==> src/rtl/grid_cell_box_enumerator_unit_assert.svh <==
// Assertion macros for the grid cell box enumerator.
`ifndef GRID_CELL_BOX_ENUMERATOR_UNIT_ASSERT_SVH
`define GRID_CELL_BOX_ENUMERATOR_UNIT_ASSERT_SVH

`ifndef ASSERT_OFF

`define GCBE_ASSERT(name, clk, rst, prop) \
  name: assert property (@(posedge clk) disable iff (rst) prop) \
    else $error("grid cell box enumerator: property failed");

`define GCBE_ASSERT_NEVER(name, clk, rst, cond) \
  name: assert property (@(posedge clk) disable iff (rst) !(cond)) \
    else $error("grid cell box enumerator: forbidden condition seen");

`else

`define GCBE_ASSERT(name, clk, rst, prop)

`define GCBE_ASSERT_NEVER(name, clk, rst, cond)

`endif

`endif

==> src/rtl/gcbe_pkg.sv <==
package gcbe_pkg;

  localparam int COORD_W     = 32;
  localparam int OUT_INDEX_W = 6;
  localparam int MAX_RESULTS = 64;
  localparam int CFG_INDEX_W = 3;

  localparam int CELLS_X_DEF = 4;
  localparam int CELLS_Y_DEF = 4;
  localparam int CELLS_Z_DEF = 4;

  localparam logic signed [COORD_W-1:0] GRID_LOW_RST  = 32'sd0;
  localparam logic signed [COORD_W-1:0] GRID_HIGH_RST = 32'sd1048576;

  localparam logic [CFG_INDEX_W-1:0] REG_LOW_X  = 3'd0;
  localparam logic [CFG_INDEX_W-1:0] REG_HIGH_X = 3'd1;
  localparam logic [CFG_INDEX_W-1:0] REG_LOW_Y  = 3'd2;
  localparam logic [CFG_INDEX_W-1:0] REG_HIGH_Y = 3'd3;
  localparam logic [CFG_INDEX_W-1:0] REG_LOW_Z  = 3'd4;
  localparam logic [CFG_INDEX_W-1:0] REG_HIGH_Z = 3'd5;

  typedef struct packed {
    logic signed [COORD_W-1:0] box_low_x;
    logic signed [COORD_W-1:0] box_high_x;
    logic signed [COORD_W-1:0] box_low_y;
    logic signed [COORD_W-1:0] box_high_y;
    logic signed [COORD_W-1:0] box_low_z;
    logic signed [COORD_W-1:0] box_high_z;
  } box_t;

  typedef struct packed {
    logic [OUT_INDEX_W-1:0] linear_index;
    logic                   last_cell;
    logic                   box_error;
  } cell_t;

endpackage

==> src/rtl/gcbe_divider.sv <==
`include "grid_cell_box_enumerator_unit_assert.svh"

module gcbe_divider #(
  parameter int QW = 2,
  parameter int CW = 3
) (
  input  logic                            clk,
  input  logic                            rst,
  input  logic                            start,
  input  logic [CW-1:0]                   cells,
  input  logic [gcbe_pkg::COORD_W-1:0]    dividend,
  input  logic [gcbe_pkg::COORD_W-1:0]    divisor,
  output logic                            busy,
  output logic                            done,
  output logic [QW-1:0]                   quotient
);

  localparam int NW    = gcbe_pkg::COORD_W + QW;
  localparam int PW    = gcbe_pkg::COORD_W + CW;
  localparam int CNT_W = (QW > 1) ? $clog2(QW) : 1;

  logic [gcbe_pkg::COORD_W-1:0] dvd;
  logic [gcbe_pkg::COORD_W-1:0] dsr;
  logic [CW-1:0]                cells_r;
  logic                         mul_phase;
  logic [CNT_W-1:0]             count;
  logic [NW-1:0]                rem;
  logic [NW-1:0]                dsh;
  logic [PW-1:0]                prod;
  logic                         ge;

  assign prod = PW'(dvd) * PW'(cells_r);
  assign ge   = (rem >= dsh);

  always_ff @(posedge clk) begin
    if (rst) begin
      busy      <= 1'b0;
      done      <= 1'b0;
      mul_phase <= 1'b0;
    end else begin
      done <= 1'b0;
      if (start) begin
        busy      <= 1'b1;
        mul_phase <= 1'b1;
      end else if (busy && mul_phase) begin
        mul_phase <= 1'b0;
      end else if (busy && (count == '0)) begin
        busy <= 1'b0;
        done <= 1'b1;
      end
    end
  end

  always_ff @(posedge clk) begin
    if (start) begin
      dvd     <= dividend;
      dsr     <= divisor;
      cells_r <= cells;
    end else if (busy && mul_phase) begin
      rem      <= prod[NW-1:0];
      dsh      <= NW'(dsr) << (QW - 1);
      count    <= CNT_W'(QW - 1);
      quotient <= '0;
    end else if (busy) begin
      if (ge) begin
        rem <= rem - dsh;
      end
      quotient <= QW'({quotient, ge});
      dsh      <= dsh >> 1;
      count    <= count - CNT_W'(1);
    end
  end

  `GCBE_ASSERT(a_div_done_ends_busy, clk, rst, done |-> !busy)
  `GCBE_ASSERT(a_div_done_after_busy, clk, rst, done |-> $past(busy))
  `GCBE_ASSERT_NEVER(a_div_start_while_busy, clk, rst, start && busy)

endmodule

==> src/rtl/grid_cell_box_enumerator_unit.sv <==
// Grid cell box enumerator.
// Input channel box (box_valid / box_stall): one query box per item, six
// Q16.16 coordinates. Output result (cell_valid / cell_stall): one
// covered cell index per item, x fastest, last_cell on the final one; a box
// that is inverted or leaves the grid gives a single item with box_error.
// The user must write grid bounds through cfg_write / cfg_index / cfg_data
// only while idle; the block itself does not enforce it. Each axis is
// checked in turn, then six divisions run on one shared bit-serial divider
// (QW = quotient bits, 2 for a 4x4x4 grid), then the start index is formed.
// A box that fails a check goes straight to its single box_error item.
// Throughput: one cell item per cycle unless stalled, at most 64 per box.
// box_stall is high from acceptance until the last item of that box has been
// loaded into the output register; the next box can enter while that item
// still waits. A stalled cell item holds and the walk pauses.
// Reset: synchronous, clears control, grid bounds return to [0, 16.0).
`include "grid_cell_box_enumerator_unit_assert.svh"

module grid_cell_box_enumerator_unit #(
  parameter int CELLS_X = gcbe_pkg::CELLS_X_DEF,
  parameter int CELLS_Y = gcbe_pkg::CELLS_Y_DEF,
  parameter int CELLS_Z = gcbe_pkg::CELLS_Z_DEF
) (
  input  logic                                clk,
  input  logic                                rst,
  input  logic                                cfg_write,
  input  logic [gcbe_pkg::CFG_INDEX_W-1:0]    cfg_index,
  input  logic [gcbe_pkg::COORD_W-1:0]        cfg_data,
  input  logic                                box_valid,
  output logic                                box_stall,
  input  gcbe_pkg::box_t                      box,
  output logic                                cell_valid,
  input  logic                                cell_stall,
  output gcbe_pkg::cell_t                     result
);

  localparam int CXY_MAX  = (CELLS_X > CELLS_Y) ? CELLS_X : CELLS_Y;
  localparam int CELL_MAX = (CXY_MAX > CELLS_Z) ? CXY_MAX : CELLS_Z;
  localparam int QW       = (CELL_MAX > 1) ? $clog2(CELL_MAX) : 1;
  localparam int CW       = $clog2(CELL_MAX + 1);
  localparam int IW       = gcbe_pkg::OUT_INDEX_W;

  localparam logic [CW-1:0] CX_C = CW'(CELLS_X);
  localparam logic [CW-1:0] CY_C = CW'(CELLS_Y);
  localparam logic [CW-1:0] CZ_C = CW'(CELLS_Z);

  localparam logic [IW-1:0] ROW_STEP   = IW'(CELLS_X % 64);
  localparam logic [IW-1:0] PLANE_STEP = IW'((CELLS_X * CELLS_Y) % 64);

  localparam logic [1:0] AXIS_X = 2'd0;
  localparam logic [1:0] AXIS_Y = 2'd1;
  localparam logic [1:0] AXIS_Z = 2'd2;

  localparam logic [2:0] S_IDLE  = 3'd0;
  localparam logic [2:0] S_CHECK = 3'd1;
  localparam logic [2:0] S_SETUP = 3'd2;
  localparam logic [2:0] S_DIV   = 3'd3;
  localparam logic [2:0] S_INIT  = 3'd4;
  localparam logic [2:0] S_EMIT  = 3'd5;
  localparam logic [2:0] S_ERR   = 3'd6;

  logic [2:0] state;
  logic [1:0] axis;
  logic       hsel;

  logic signed [gcbe_pkg::COORD_W-1:0] grid_low  [3];
  logic signed [gcbe_pkg::COORD_W-1:0] grid_high [3];
  logic signed [gcbe_pkg::COORD_W-1:0] box_lo    [3];
  logic signed [gcbe_pkg::COORD_W-1:0] box_hi    [3];

  logic [QW-1:0] first_cell [3];
  logic [QW-1:0] final_cell [3];
  logic [QW-1:0] x_pos;
  logic [QW-1:0] y_pos;
  logic [QW-1:0] z_pos;
  logic [IW-1:0] idx;
  logic [IW-1:0] row_idx;
  logic [IW-1:0] plane_idx;
  logic [IW-1:0] n_out;

  logic signed [gcbe_pkg::COORD_W-1:0] lo_a, hi_a, gl_a, gh_a;
  logic                                bad;
  logic [gcbe_pkg::COORD_W-1:0]        div_dividend;
  logic [gcbe_pkg::COORD_W-1:0]        div_divisor;
  logic [CW-1:0]                       cells_sel;
  logic                                div_start, div_busy, div_done;
  logic [QW-1:0]                       div_q;

  logic          load;
  logic          x_end, y_end, z_end, walk_done;
  logic [QW+IW-1:0] y_prod, z_prod;
  logic [IW-1:0] idx_init;

  // configuration
  always_ff @(posedge clk) begin
    if (rst) begin
      for (int a = 0; a < 3; a++) begin
        grid_low[a]  <= gcbe_pkg::GRID_LOW_RST;
        grid_high[a] <= gcbe_pkg::GRID_HIGH_RST;
      end
    end else if (cfg_write) begin
      case (cfg_index)
        gcbe_pkg::REG_LOW_X:  grid_low[0]  <= cfg_data;
        gcbe_pkg::REG_HIGH_X: grid_high[0] <= cfg_data;
        gcbe_pkg::REG_LOW_Y:  grid_low[1]  <= cfg_data;
        gcbe_pkg::REG_HIGH_Y: grid_high[1] <= cfg_data;
        gcbe_pkg::REG_LOW_Z:  grid_low[2]  <= cfg_data;
        gcbe_pkg::REG_HIGH_Z: grid_high[2] <= cfg_data;
        default: ;
      endcase
    end
  end

  assign lo_a = box_lo[axis];
  assign hi_a = box_hi[axis];
  assign gl_a = grid_low[axis];
  assign gh_a = grid_high[axis];

  assign bad = (gh_a <= gl_a) || (lo_a < gl_a) || (lo_a >= hi_a) || (hi_a >= gh_a);

  // differences are known to lie in [0, 2^32), so 32-bit wrap is exact
  assign div_dividend = hsel ? 32'(hi_a - gl_a) : 32'(lo_a - gl_a);
  assign div_divisor  = 32'(gh_a - gl_a);
  assign div_start    = (state == S_SETUP);

  always_comb begin
    case (axis)
      AXIS_X:  cells_sel = CX_C;
      AXIS_Y:  cells_sel = CY_C;
      default: cells_sel = CZ_C;
    endcase
  end

  gcbe_divider #(
    .QW (QW),
    .CW (CW)
  ) u_divider (
    .clk      (clk),
    .rst      (rst),
    .start    (div_start),
    .cells    (cells_sel),
    .dividend (div_dividend),
    .divisor  (div_divisor),
    .busy     (div_busy),
    .done     (div_done),
    .quotient (div_q)
  );

  assign y_prod   = (QW+IW)'(first_cell[1]) * (QW+IW)'(ROW_STEP);
  assign z_prod   = (QW+IW)'(first_cell[2]) * (QW+IW)'(PLANE_STEP);
  assign idx_init = IW'(first_cell[0]) + y_prod[IW-1:0] + z_prod[IW-1:0];

  assign x_end     = (x_pos == final_cell[0]);
  assign y_end     = (y_pos == final_cell[1]);
  assign z_end     = (z_pos == final_cell[2]);
  assign walk_done = (x_end && y_end && z_end) ||
                     (n_out == IW'(gcbe_pkg::MAX_RESULTS - 1));

  assign load      = !cell_valid || !cell_stall;
  assign box_stall = (state != S_IDLE);

  // control
  always_ff @(posedge clk) begin
    if (rst) begin
      state      <= S_IDLE;
      axis       <= AXIS_X;
      hsel       <= 1'b0;
      cell_valid <= 1'b0;
    end else begin
      if (load) begin
        cell_valid <= (state == S_EMIT) || (state == S_ERR);
      end
      case (state)
        S_IDLE: begin
          if (box_valid) begin
            state <= S_CHECK;
            axis  <= AXIS_X;
          end
        end
        S_CHECK: begin
          if (bad) begin
            state <= S_ERR;
          end else if (axis == AXIS_Z) begin
            axis  <= AXIS_X;
            hsel  <= 1'b0;
            state <= S_SETUP;
          end else begin
            axis <= axis + 2'd1;
          end
        end
        S_SETUP: state <= S_DIV;
        S_DIV: begin
          if (div_done) begin
            if (!hsel) begin
              hsel  <= 1'b1;
              state <= S_SETUP;
            end else if (axis == AXIS_Z) begin
              state <= S_INIT;
            end else begin
              axis  <= axis + 2'd1;
              hsel  <= 1'b0;
              state <= S_SETUP;
            end
          end
        end
        S_INIT: state <= S_EMIT;
        S_EMIT: begin
          if (load && walk_done) begin
            state <= S_IDLE;
          end
        end
        S_ERR: begin
          if (load) begin
            state <= S_IDLE;
          end
        end
        default: state <= S_IDLE;
      endcase
    end
  end

  // datapath
  always_ff @(posedge clk) begin
    if (state == S_IDLE && box_valid) begin
      box_lo[0] <= box.box_low_x;
      box_hi[0] <= box.box_high_x;
      box_lo[1] <= box.box_low_y;
      box_hi[1] <= box.box_high_y;
      box_lo[2] <= box.box_low_z;
      box_hi[2] <= box.box_high_z;
    end
    if (state == S_DIV && div_done) begin
      if (hsel) begin
        final_cell[axis] <= div_q;
      end else begin
        first_cell[axis] <= div_q;
      end
    end
    if (state == S_INIT) begin
      x_pos     <= first_cell[0];
      y_pos     <= first_cell[1];
      z_pos     <= first_cell[2];
      idx       <= idx_init;
      row_idx   <= idx_init;
      plane_idx <= idx_init;
      n_out     <= '0;
    end
    if (state == S_EMIT && load) begin
      result.linear_index <= idx;
      result.last_cell    <= walk_done;
      result.box_error    <= 1'b0;
      n_out               <= n_out + IW'(1);
      if (!x_end) begin
        x_pos <= x_pos + QW'(1);
        idx   <= idx + IW'(1);
      end else if (!y_end) begin
        x_pos   <= first_cell[0];
        y_pos   <= y_pos + QW'(1);
        row_idx <= row_idx + ROW_STEP;
        idx     <= row_idx + ROW_STEP;
      end else begin
        x_pos     <= first_cell[0];
        y_pos     <= first_cell[1];
        z_pos     <= z_pos + QW'(1);
        plane_idx <= plane_idx + PLANE_STEP;
        row_idx   <= plane_idx + PLANE_STEP;
        idx       <= plane_idx + PLANE_STEP;
      end
    end
    if (state == S_ERR && load) begin
      result.linear_index <= '0;
      result.last_cell    <= 1'b1;
      result.box_error    <= 1'b1;
    end
  end

  `GCBE_ASSERT(a_err_item_form, clk, rst, cell_valid && result.box_error |-> result.last_cell && result.linear_index == '0)
  `GCBE_ASSERT(a_range_ordered, clk, rst, state == S_INIT |-> first_cell[0] <= final_cell[0] && first_cell[1] <= final_cell[1] && first_cell[2] <= final_cell[2])
  `GCBE_ASSERT(a_walk_in_range, clk, rst, state == S_EMIT |-> x_pos >= first_cell[0] && x_pos <= final_cell[0] && z_pos <= final_cell[2])
  `GCBE_ASSERT(a_stalled_item_holds, clk, rst, cell_valid && cell_stall |=> cell_valid && $stable(result))
  `GCBE_ASSERT(a_div_idle_at_setup, clk, rst, state == S_SETUP |-> !div_busy)

endmodule
==> config.mk <==
export PLATFORM = sky130hd
export DESIGN_NAME = grid_cell_box_enumerator_unit
export DESIGN_NICKNAME = d
export VERILOG_FILES = /design/src/rtl/gcbe_pkg.sv /design/src/rtl/gcbe_divider.sv /design/src/rtl/grid_cell_box_enumerator_unit.sv
export VERILOG_INCLUDE_DIRS = /design/src /design/src/rtl
export SDC_FILE = /design/constraint.sdc
export NUM_CORES = 1
export LEC_CHECK = 0
export CAP_MARGIN = 5
export CORE_ASPECT_RATIO = 1.5
export CORE_MARGIN = 1.5
export CORE_UTILIZATION = 60
export DETAILED_ROUTE_END_ITERATION = 12
export DONT_BUFFER_PORTS = 1
export PLACE_DENSITY = 0.87
export REMOVE_ABC_BUFFERS = 1
export SLEW_MARGIN = 5
export SYNTH_ARGS = -nofsm -noshare
export SYNTH_HDL_FRONTEND = slang
export SYNTH_HIERARCHICAL = 1
export SYNTH_SLANG_ARGS = --single-unit
==> constraint.sdc <==
create_clock -name clk -period 12.9 [get_ports clk]
set_input_delay 1.935 -clock clk [delete_from_list [all_inputs] [get_ports clk]]
set_output_delay 1.935 -clock clk [all_outputs]
set_load 0.02 [all_outputs]
; After elaboration in Yosys (flattened, before gate mapping)
; Memories as Yosys holds them, arrays and structs flattened. A register that Yosys moved wholly into a read port is not among the register bits.
; Index checks and enable logic that the tools add are counted.
[word_totals]
mem_count = 6
latchBits = 0
ram_bits = 396
rom_bits = 0
elab_cells = 227
input_bits = 232
ff_bits = 182
[memory_table]
columns = name, words, width, read_ports, rd_ports_with_merged_regs, write_ports, line
row1 = box_hi, 3, 32, 1, 1, 3, grid_cell_box_enumerator_unit.sv:68  ; logic signed [gcbe_pkg::COORD_W-1:0] box_hi [3];
row2 = box_lo, 3, 32, 1, 1, 3, grid_cell_box_enumerator_unit.sv:67  ; logic signed [gcbe_pkg::COORD_W-1:0] box_lo [3];
row3 = grid_high, 3, 32, 1, 1, 3, grid_cell_box_enumerator_unit.sv:66  ; logic signed [gcbe_pkg::COORD_W-1:0] grid_high [3];
row4 = grid_low, 3, 32, 1, 1, 3, grid_cell_box_enumerator_unit.sv:65  ; logic signed [gcbe_pkg::COORD_W-1:0] grid_low [3];
row5 = final_cell, 3, 2, 3, 0, 1, grid_cell_box_enumerator_unit.sv:71  ; logic [QW-1:0] final_cell [3];
row6 = first_cell, 3, 2, 3, 0, 1, grid_cell_box_enumerator_unit.sv:70  ; logic [QW-1:0] first_cell [3];
[op_classes]
order_cmp = 5
shift = 0
bitwise = 8
n_mul = 0
n_eq_ne = 26
n_addsub = 15
reduce_logical = 34
muxes = 108
div_mod_pow = 0
[op_table]
columns = op, n
row1 = 32-bit 2-to-1 mux, 7
row2 = 34-bit 2-to-1 mux, 3
row3 = 32-bit subtractor, 3
row4 = 6-bit 2-to-1 mux, 13
row5 = 33-bit 2-to-1 mux, 2
row6 = 32-bit >= comparator, 2
row7 = 2-bit 2-to-1 mux, 26
row8 = 1-bit 2-to-1 mux, 46
row9 = 34-bit by 33-bit >= comparator with 1-bit output, 1
row10 = 34-bit by 33-bit subtractor with 34-bit output, 1
row11 = 32-bit less-or-equal comparator, 1
row12 = 32-bit < comparator, 1
row13 = 3-bit 2-to-1 mux, 8
row14 = 3-bit one-hot mux with 7 select lines, 1
row15 = 2-bit != test (second input constant), 8
row16 = 3-bit == test (second input constant), 5
row17 = 6-bit by 1-bit adder with 6-bit output (second input constant), 2
row18 = 3-bit by 2-bit == test with 1-bit output (second input constant), 4
row19 = 2-bit nonzero test, 6
row20 = 1-bit logical AND, 9
row21 = 2-bit by 1-bit adder with 2-bit output (second input constant), 4
row22 = 5-bit by 6-bit adder with 6-bit output, 1
row23 = 6-bit by 3-bit adder with 6-bit output (second input constant), 1
row24 = 6-bit by 5-bit adder with 6-bit output (second input constant), 1
row25 = 22 further kinds, 40

; Depth between registers and ports, before layout
; Gate-level depths: netlist (run 1).
[depth]
ltp_word = 8
depth_mapped = 17

; Hierarchy
; Netlist (run 1), hierarchy kept.
[by_module_without_submodules]
columns = mod, seq_area_each_um2, cells_each, instances, area_each_um2
row1 = grid_cell_box_enumerator_unit, 13012.5, 2138, 1, 24317.1
row2 = gcbe_divider, 4174.0, 998, 1, 9731.8

; Worst setup path after synthesis (run 1)
; OpenSTA, ideal clock, no wires.
[synth_timing]
path_kind = input-to-reg
startpoint = input port box_valid
endpoint = memory box_hi[0][0] (netlist name) (enable)
path_buffers = 0
stages = 2
setup_time_ns = 0.748
slack_ns = 2.269
arrival_time_ns = 9.883
t_required_ns = 12.152
path_cell_list = inv_1 > nor2_1
[synth_rtl]
columns = item, line
row1 = start: declaration, grid_cell_box_enumerator_unit.sv:28  ; input logic box_valid,
row2 = end: declaration, grid_cell_box_enumerator_unit.sv:68

==> qor.txt, run 1 <==
Run status -> complete, no violations
Cell Rows -> 106
CTS root buf -> clkbuf_16
RSZ-0062 raised after global routing -> no
Synth-to-layout area growth -> 7.045%
Initial antenna violation count -> 0
Clk sink count -> 583
Sequential fraction of the synthesis area -> 0.5048
Vias in the first global route -> 24.39k
Initial Util -> 0.6084
Vias/cell -> 6.171
Max Slew Vio Count -> 0
Setup Crit Path Kind -> flop to flop
Warnings from Yosys -> 6
Routed Antenna Nets -> 0
Shortest period the worst path allows -> 5.523 ns
Post-CTS setup buffers -> 0
Syn Std Cell Area -> 34050 um^2
First-pass GRT wire length -> 125600 um
Hold-fix buffers, CTS -> 0
Async set or reset register ratio after synthesis -> 0
Hold Fails Final Rpt -> 0
Core ar. -> 55970 um^2
Max-cap violation count -> 0
Die Y -> 294.8 um
Commonest non-fill, non-tap cell in the layout -> edfxtp_1
Least-Margin Pin Slew -> 1.371 ns
NumNets Final -> 3600
Syn avg cell area -> 10.86 um^2
WL final -> 80730 um
Per-cell routed wire length -> 20.70 um
Maximum operating frequency -> 0.1811 GHz
Final Power -> 0.009301 W
PostCTS Resize Cnt -> 0
Number of synthesized flops with an enable pin -> 551
Most frequent cells in the layout -> 551 x edfxtp_1, 378 x nand2_1, 232 x ha_1
Final setup fails -> 0
CTS max path bufs -> 3
Startpoint Class -> flop
Final cell count without fillers -> 3901
Final GP Congestion -> 0.9363
H-tree depth -> 2
Worst hold path type -> flop to flop
Worst skew pair latency -> 0.61 ns
Relative slew slack -> 0.08617
Iteration-0 DRC Markers -> 1885
Crit path arrival time -> 6.01 ns
Cells after DPL -> 3803
Period utilization -> 0.4281
WP data required -> 13.39 ns
DRT Pass-1 Iters -> 6
DIE AREA -> 58220 um^2
Worst VDD drop -> 209.5 uV
Layout Skew -> 0.03489 ns
Crit. End Element -> flop
Library cells used by synthesis -> 100
Chip Width -> 197.5 um
Clock-pin slew on the worst setup and hold paths -> 0.06 ns
CTS tree -> yes
Vias -> 24.07k
DP HPWL -> 59750 um
CTS buffer count -> 52
Total negative setup slack -> 0 ns
Synth Register Bits -> 583
Total GRT Usage -> 0.2755
Leak -> 14.12 nW
Total grt overflow -> 0
I/O pin cnt -> 242
I/O Buffers -> 0
Pin count of the biggest net entering global routing -> 167
CP max FO -> 61
Gate Count Post-Synth -> 3136
PwrDens -> 255.2 nW/um^2
Layout cells sized above 1 -> 0.04803
DRC -> 0
Top_reg_cell synth -> edfxtp_1
## report_power, final
group	switching, W	total, W	internal [W]
clock	0.000690	0.00152	0.000834
combinational	0.00296	0.00488	0.00192
sequential	0.000222	0.00290	0.00267
## cell families after synthesis
family / share of synthesized area
simple gates: 0.1285
fa+ha+maj: 0.1058
compound gates: 0.1487
other cells: 0.0002206
mux: 0.04520
xor+xnor: 0.03293
buf+inv: 0.03381
flops: 0.5048
## critical path: stages (launching register included)
cell and delay [ns]:
dfxtp_4 0.65, buf_4 0.60, buf_4 0.59, nor2_1 0.13, a21oi_1 0.34, ha_1 0.36
nand4_1 0.26, a211oi_1 0.14, o31ai_2 0.47, a21oi_1 0.18, or4_4 0.57, a221o_1 0.39
o21ai_2 0.12, o21ai_2 0.14, mux2_1 0.33
## final cells by class
class | count | area [um^2]
clock buffer | 66 | 1364
multi-input combinational | 2250 | 15770
sequential | 583 | 17200
fill | 4150 | 19520
timing repair buffer | 14 | 130.1
antenna | 1 | 2.502
tap | 756 | 945.9
inverter | 200 | 750.7
clock inverter | 31 | 286.5
## path summary, 6_finish.rpt
kind                                  from          to  slack (ns)  depth (start not counted)
worst max register to register        flop     axis[0]        7.38                         14
worst min register to register  row_idx[5]  row_idx[5]        0.49                          2
worst min-delay path            row_idx[5]  row_idx[5]        0.49                          2
worst max-delay path                  flop     axis[0]        7.38                         14
## routing by layer
layer | routed length [um] | part of all wire | up-vias | GRT usage
li1 | - | - | 11390 | -
met4 | 3440 | 0.043 | 0 | 0.1233
met2 | 41760 | 0.52 | 893 | 0.4997
met3 | 4557 | 0.056 | 199 | 0.03833
met5 | 0 | 0 | - | 0
met1 | 30980 | 0.38 | 11590 | 0.3218
## registers in the layout, summed over array words and instances (netlist names), 2 cells and up, named ones only
register and cells:
u_divider/cells_r 3, result 8, u_divider/dsh 33, u_divider/rem 34, y_pos 2, state 3, grid_high 96, axis 2
box_hi 96, box_lo 96, first_cell 6, grid_low 96, u_divider/dvd 32, row_idx 6, plane_idx 6, u_divider/quotient 2
z_pos 2, n_out 6, u_divider/dsr 32, x_pos 2, idx 6, final_cell 6
## stage by stage
step / util / cell area [um^2] / setup slack [ns] / hold slack [ns]
finish: 0.6512 / 36450 / 7.378 / 0.4940
global route: 0.6512 / 36450 / 7.023 / 0.5147
CTS: 0.6512 / 36450 / 7.468 / 0.4901
detailed placement: 0.6217 / 34790 / 7.477 / 0.4819
global placement: 0.6217 / 34790 / 7.626 / 0.4672
floorplan: - / 33650 / 2.269 / 0.4333
## cell usage after synthesis, types with 6 or more instances
| cell | count | share of area |
|---|---|---|
| a211oi_1 | 19 | 0.0042 |
| a21o_1 | 95 | 0.021 |
| a31oi_1 | 25 | 0.0046 |
| a21oi_1 | 221 | 0.032 |
| buf_1 | 10 | 0.0011 |
| a221o_1 | 8 | 0.0024 |
| and4_1 | 10 | 0.0026 |
| nor3_1 | 43 | 0.0063 |
| ha_1 | 232 | 0.085 |
| nand3b_1 | 7 | 0.0015 |
| a2111oi_0 | 6 | 0.0015 |
| or2_2 | 8 | 0.0015 |
| nor2b_1 | 18 | 0.0033 |
| and3_1 | 31 | 0.0057 |
| edfxtp_1 | 551 | 0.49 |
| o31a_1 | 7 | 0.0018 |
| inv_1 | 200 | 0.022 |
| and2_1 | 84 | 0.015 |
| a211o_1 | 8 | 0.0021 |
| mux2i_1 | 147 | 0.043 |
| o31ai_1 | 12 | 0.0026 |
| fa_1 | 35 | 0.021 |
| nand2_1 | 378 | 0.042 |
| a31o_2 | 9 | 0.0023 |
| xnor2_1 | 62 | 0.016 |
| o21a_1 | 88 | 0.019 |
| nor2_1 | 178 | 0.020 |
| nand2b_1 | 30 | 0.0055 |
| nand3_1 | 45 | 0.0066 |
| o21bai_1 | 13 | 0.0029 |
| o22ai_1 | 13 | 0.0024 |
| or3_1 | 10 | 0.0018 |
| a22o_1 | 7 | 0.0018 |
| nand4_1 | 31 | 0.0057 |
| or4_1 | 6 | 0.0013 |
| xor2_1 | 66 | 0.017 |
| clkbuf_1 | 90 | 0.0099 |
| dfxtp_1 | 32 | 0.019 |
| o21ai_0 | 173 | 0.025 |
| o211ai_1 | 14 | 0.0031 |
(Power assumes the default switching activity.)
==> run 2: changes to the inputs <==
Settings changed: ABC_AREA set to 1.
Clock period 12.9 ns to 5.5 ns, I/O delays scaled along.
==> qor.txt, run 2 <==
Run status -> complete, no violations
DIE AREA -> 60980 um^2 (+4.7%)
Synth Register Bits -> 583 (unchanged)
Antenna cells -> 0 (-1)
Final setup margin -> 1.117 ns (-6.261 ns)
Hold Fails Final Rpt -> 0 (unchanged)
Dpl ws -> 1.350 ns (-6.127 ns)
Commonest non-fill, non-tap cell in the layout -> nand2_1
DRC -> 0 (unchanged)
Most frequent cells in the layout -> 956 x nand2_1, 578 x inv_1, 551 x edfxtp_1
Synth top area cells -> edfxtp_1 46%, nand2_1 10%, ha_1 8.1%
CP max FO -> 128 (+110%)
Most frequent cell after synthesis -> nand2_1
Vias/cell -> 5.788 (-6.2%)
NumNets Final -> 4598 (+28%)
DP HPWL -> 72220 um (+21%)
Critical Path Max Stage Delay -> 0.48 ns (-0.17 ns)
Period utilization -> 0.7970 (+0.3689)
WP data required -> 5.86 ns (-7.53 ns)
Per-cell routed wire length -> 19.22 um (-7.1%)
Post-CTS setup buffers -> 0 (unchanged)
Top_reg_cell synth -> edfxtp_1
Sequential fraction of the synthesis area -> 0.4816 (-0.02317)
H-tree depth -> 2 (unchanged)
Metal2 WL -> 49060 um (+17%)
Max-cap violation count -> 0 (unchanged)
Warnings from Yosys -> 6 (unchanged)
Synth-to-layout area growth -> 7.454%
PwrDens -> 602.0 nW/um^2 (+140%)
Final setup fails -> 0 (unchanged)
CTS buffer count -> 54 (+3.8%)
Crit path arrival time -> 4.74 ns (-1.27 ns)
Startpoint Class -> flop
Met3 routed WL -> 4820 um (+5.8%)
I/O Buffers -> 0 (unchanged)
Chip Width -> 202.1 um (+2.3%)
Routed metal-1 wirelength -> 34580 um (+12%)
Syn avg cell area -> 8.691 um^2 (-20%)
Syn Std Cell Area -> 35690 um^2 (+4.8%)
Pin count of the biggest net entering global routing -> 129 (-23%)
Clk sink count -> 583 (unchanged)
Hold-fix buffers, CTS -> 0 (unchanged)
Maximum operating frequency -> 0.2281 GHz (+26%)
Relative slew slack -> 0.2564 (+0.1702)
Crit-path slowest cell -> fa_1
Reg2Reg Setup Slack -> 1.12 ns (-6.26 ns)
Worst hold slack -> 0.2854 ns (-0.2086 ns)
Final core utilization -> 0.6509 (about the same)
Post-synth top cells -> 956 x nand2_1, 580 x inv_1, 551 x edfxtp_1
Gate Count Post-Synth -> 4106 (+31%)
Final GP Congestion -> 1.094 (+17%)
Layout Skew -> 0.03103 ns (-0.003858 ns)
Clock-pin slew on the worst setup and hold paths -> 0.07 ns (about the same)
Layout cells sized above 1 -> 0.06449 (+0.01646)
Worst VDD drop -> 447.9 uV (+110%)
Number of synthesized flops with an enable pin -> 551 (unchanged)
Area of the multi-input gates -> 15910 um^2 (+0.86%)
Iteration-0 DRC Markers -> 2209 (+17%)
Crit-path cells -> buf_12 -> or2_2 -> o211ai_1 -> o21ai_0 -> inv_1 -> ha_1 -> fa_1 -> o21ai_1 -> a21oi_2 -> o21ai_2 -> inv_1 -> o21ai_1 -> nand4_1 -> nand2_1 -> a21oi_1 -> o21ai_0 -> nand2_1
Vias -> 28.46k (+18%)
Vias in the first global route -> 28.00k (+15%)
PostCTS Resize Cnt -> 0 (unchanged)
Cell Rows -> 109 (+2.8%)
Setup Crit Path Kind -> flop to flop
Hold Path Stages -> 1 (-1)
Leak -> 16.89 nW (+20%)
CTS tree -> yes
Fill count -> 4764 (+15%)
Shortest period the worst path allows -> 4.384 ns (-1.139 ns)
WL final -> 94520 um (+17%)
Core ar. -> 58920 um^2 (+5.3%)
CTS max path bufs -> 3 (unchanged)
Async set or reset register ratio after synthesis -> 0 (unchanged)
Die Y -> 301.7 um (+2.4%)
Highest metal used -> met4
RSZ-0062 raised after global routing -> no
I/O pin cnt -> 242 (unchanged)
Total GRT Usage -> 0.3065 (+0.03094)
CTS root buf -> clkbuf_16
Routed Antenna Nets -> 0 (unchanged)
R2r endpoint -> u_divider/dvd[28]
Total grt overflow -> 0 (unchanged)
Yosys top cell by area -> edfxtp_1
Crit. End Element -> flop
R2R depth -> 17 (+3)
Worst skew pair latency -> 0.61 ns (about the same)
Initial antenna violation count -> 0 (unchanged)
Library cells used by synthesis -> 56 (-44%)
Least-Margin Pin Slew -> 1.115 ns (-0.2554 ns)
Worst hold path type -> input port to flop
Initial Util -> 0.6057 (-0.002640)
Max Slew Vio Count -> 0 (unchanged)
Final Power -> 0.02309 W (+150%)
FF+latch area -> 17190 um^2 (about the same)
DRT Pass-1 Iters -> 8 (+2)
First-pass GRT wire length -> 145200 um (+16%)
Hold worst-path end -> u_divider/done
HP Start -> rst
Top cell type's share of synthesized area -> 0.4636 (-0.02230)
run 2: logic make-up (layout without fill, tap and decap cells):
logic type | Yosys count | after routing | synth area share
other | 2 | 3 | 0.0002104
AO/OA/AOI/OAI | 819 | 819 | 0.1288
flip-flops | 583 | 583 | 0.4816
AND/OR/NAND/NOR | 1676 | 1676 | 0.1979
buffers and inverters | 689 | 722 | 0.07335
XOR/XNOR | 69 | 69 | 0.01693
adder cells (fa/ha/maj) | 267 | 267 | 0.1010
multiplexers | 1 | 1 | 0.0002805
run 2: layer usage:
layer | vias up | global-route usage
li1 | 13800 | -
met1 | 13330 | 0.3399
met2 | 1011 | 0.5650
met3 | 312 | 0.03231
met4 | 0 | 0.1829
met5 | - | 0
run 2: worst max path at each step:
stage,endpoint,startpoint,slack [ns],cells after the start
floorplan,box_hi[0][0],box_valid,-4.00,2
global placement,u_divider/dvd[28],flop,1.34,17
detailed placement,u_divider/dvd[28],flop,1.35,17
CTS,u_divider/dvd[28],flop,1.32,17
global route,u_divider/dvd[28],flop,0.94,17
finish,u_divider/dvd[28],flop,1.12,17
run 2: power by group:
part / internal (W) / leakage [nW] / switching (W) / total (W)
Sequential: 0.00613 / 5.45 / 0.000435 / 0.00656
Clock: 0.00205 / 0.838 / 0.00167 / 0.00373
Combinational: 0.00417 / 10.6 / 0.00863 / 0.0128
run 2: worst max-delay path: cells and delay by family (launching register included):
family                   cells  cell delay (ns)
AO/OA/AOI/OAI                8             1.43
adder cells (fa/ha/maj)      2             0.75
AND/OR/NAND/NOR              4             0.74
buffers and inverters        3             0.61
flip-flops                   1             0.37
run 2: through the flow:
stage                     area, um^2  instances  TNS (ns)
after detailed placement       36620       4820         0
after global routing           38350       4917         0
after CTS                      38350       4917         0
final                          38350       4917         0
after global placement         36620       4820         0
after floorplan                35280       4006   -884.00
run 2: final cells by class:
| class | instances | area share |
|---|---|---|
| Timing Repair Buffer | 37 | 0.008549 |
| Clock inverter | 35 | 0.009136 |
| Multi-Input combinational cell | 2835 | 0.4149 |
| Clock buffer | 62 | 0.03602 |
| Inverter | 588 | 0.05775 |
| Tap cell | 777 | 0.02535 |
| Sequential cell | 583 | 0.4483 |
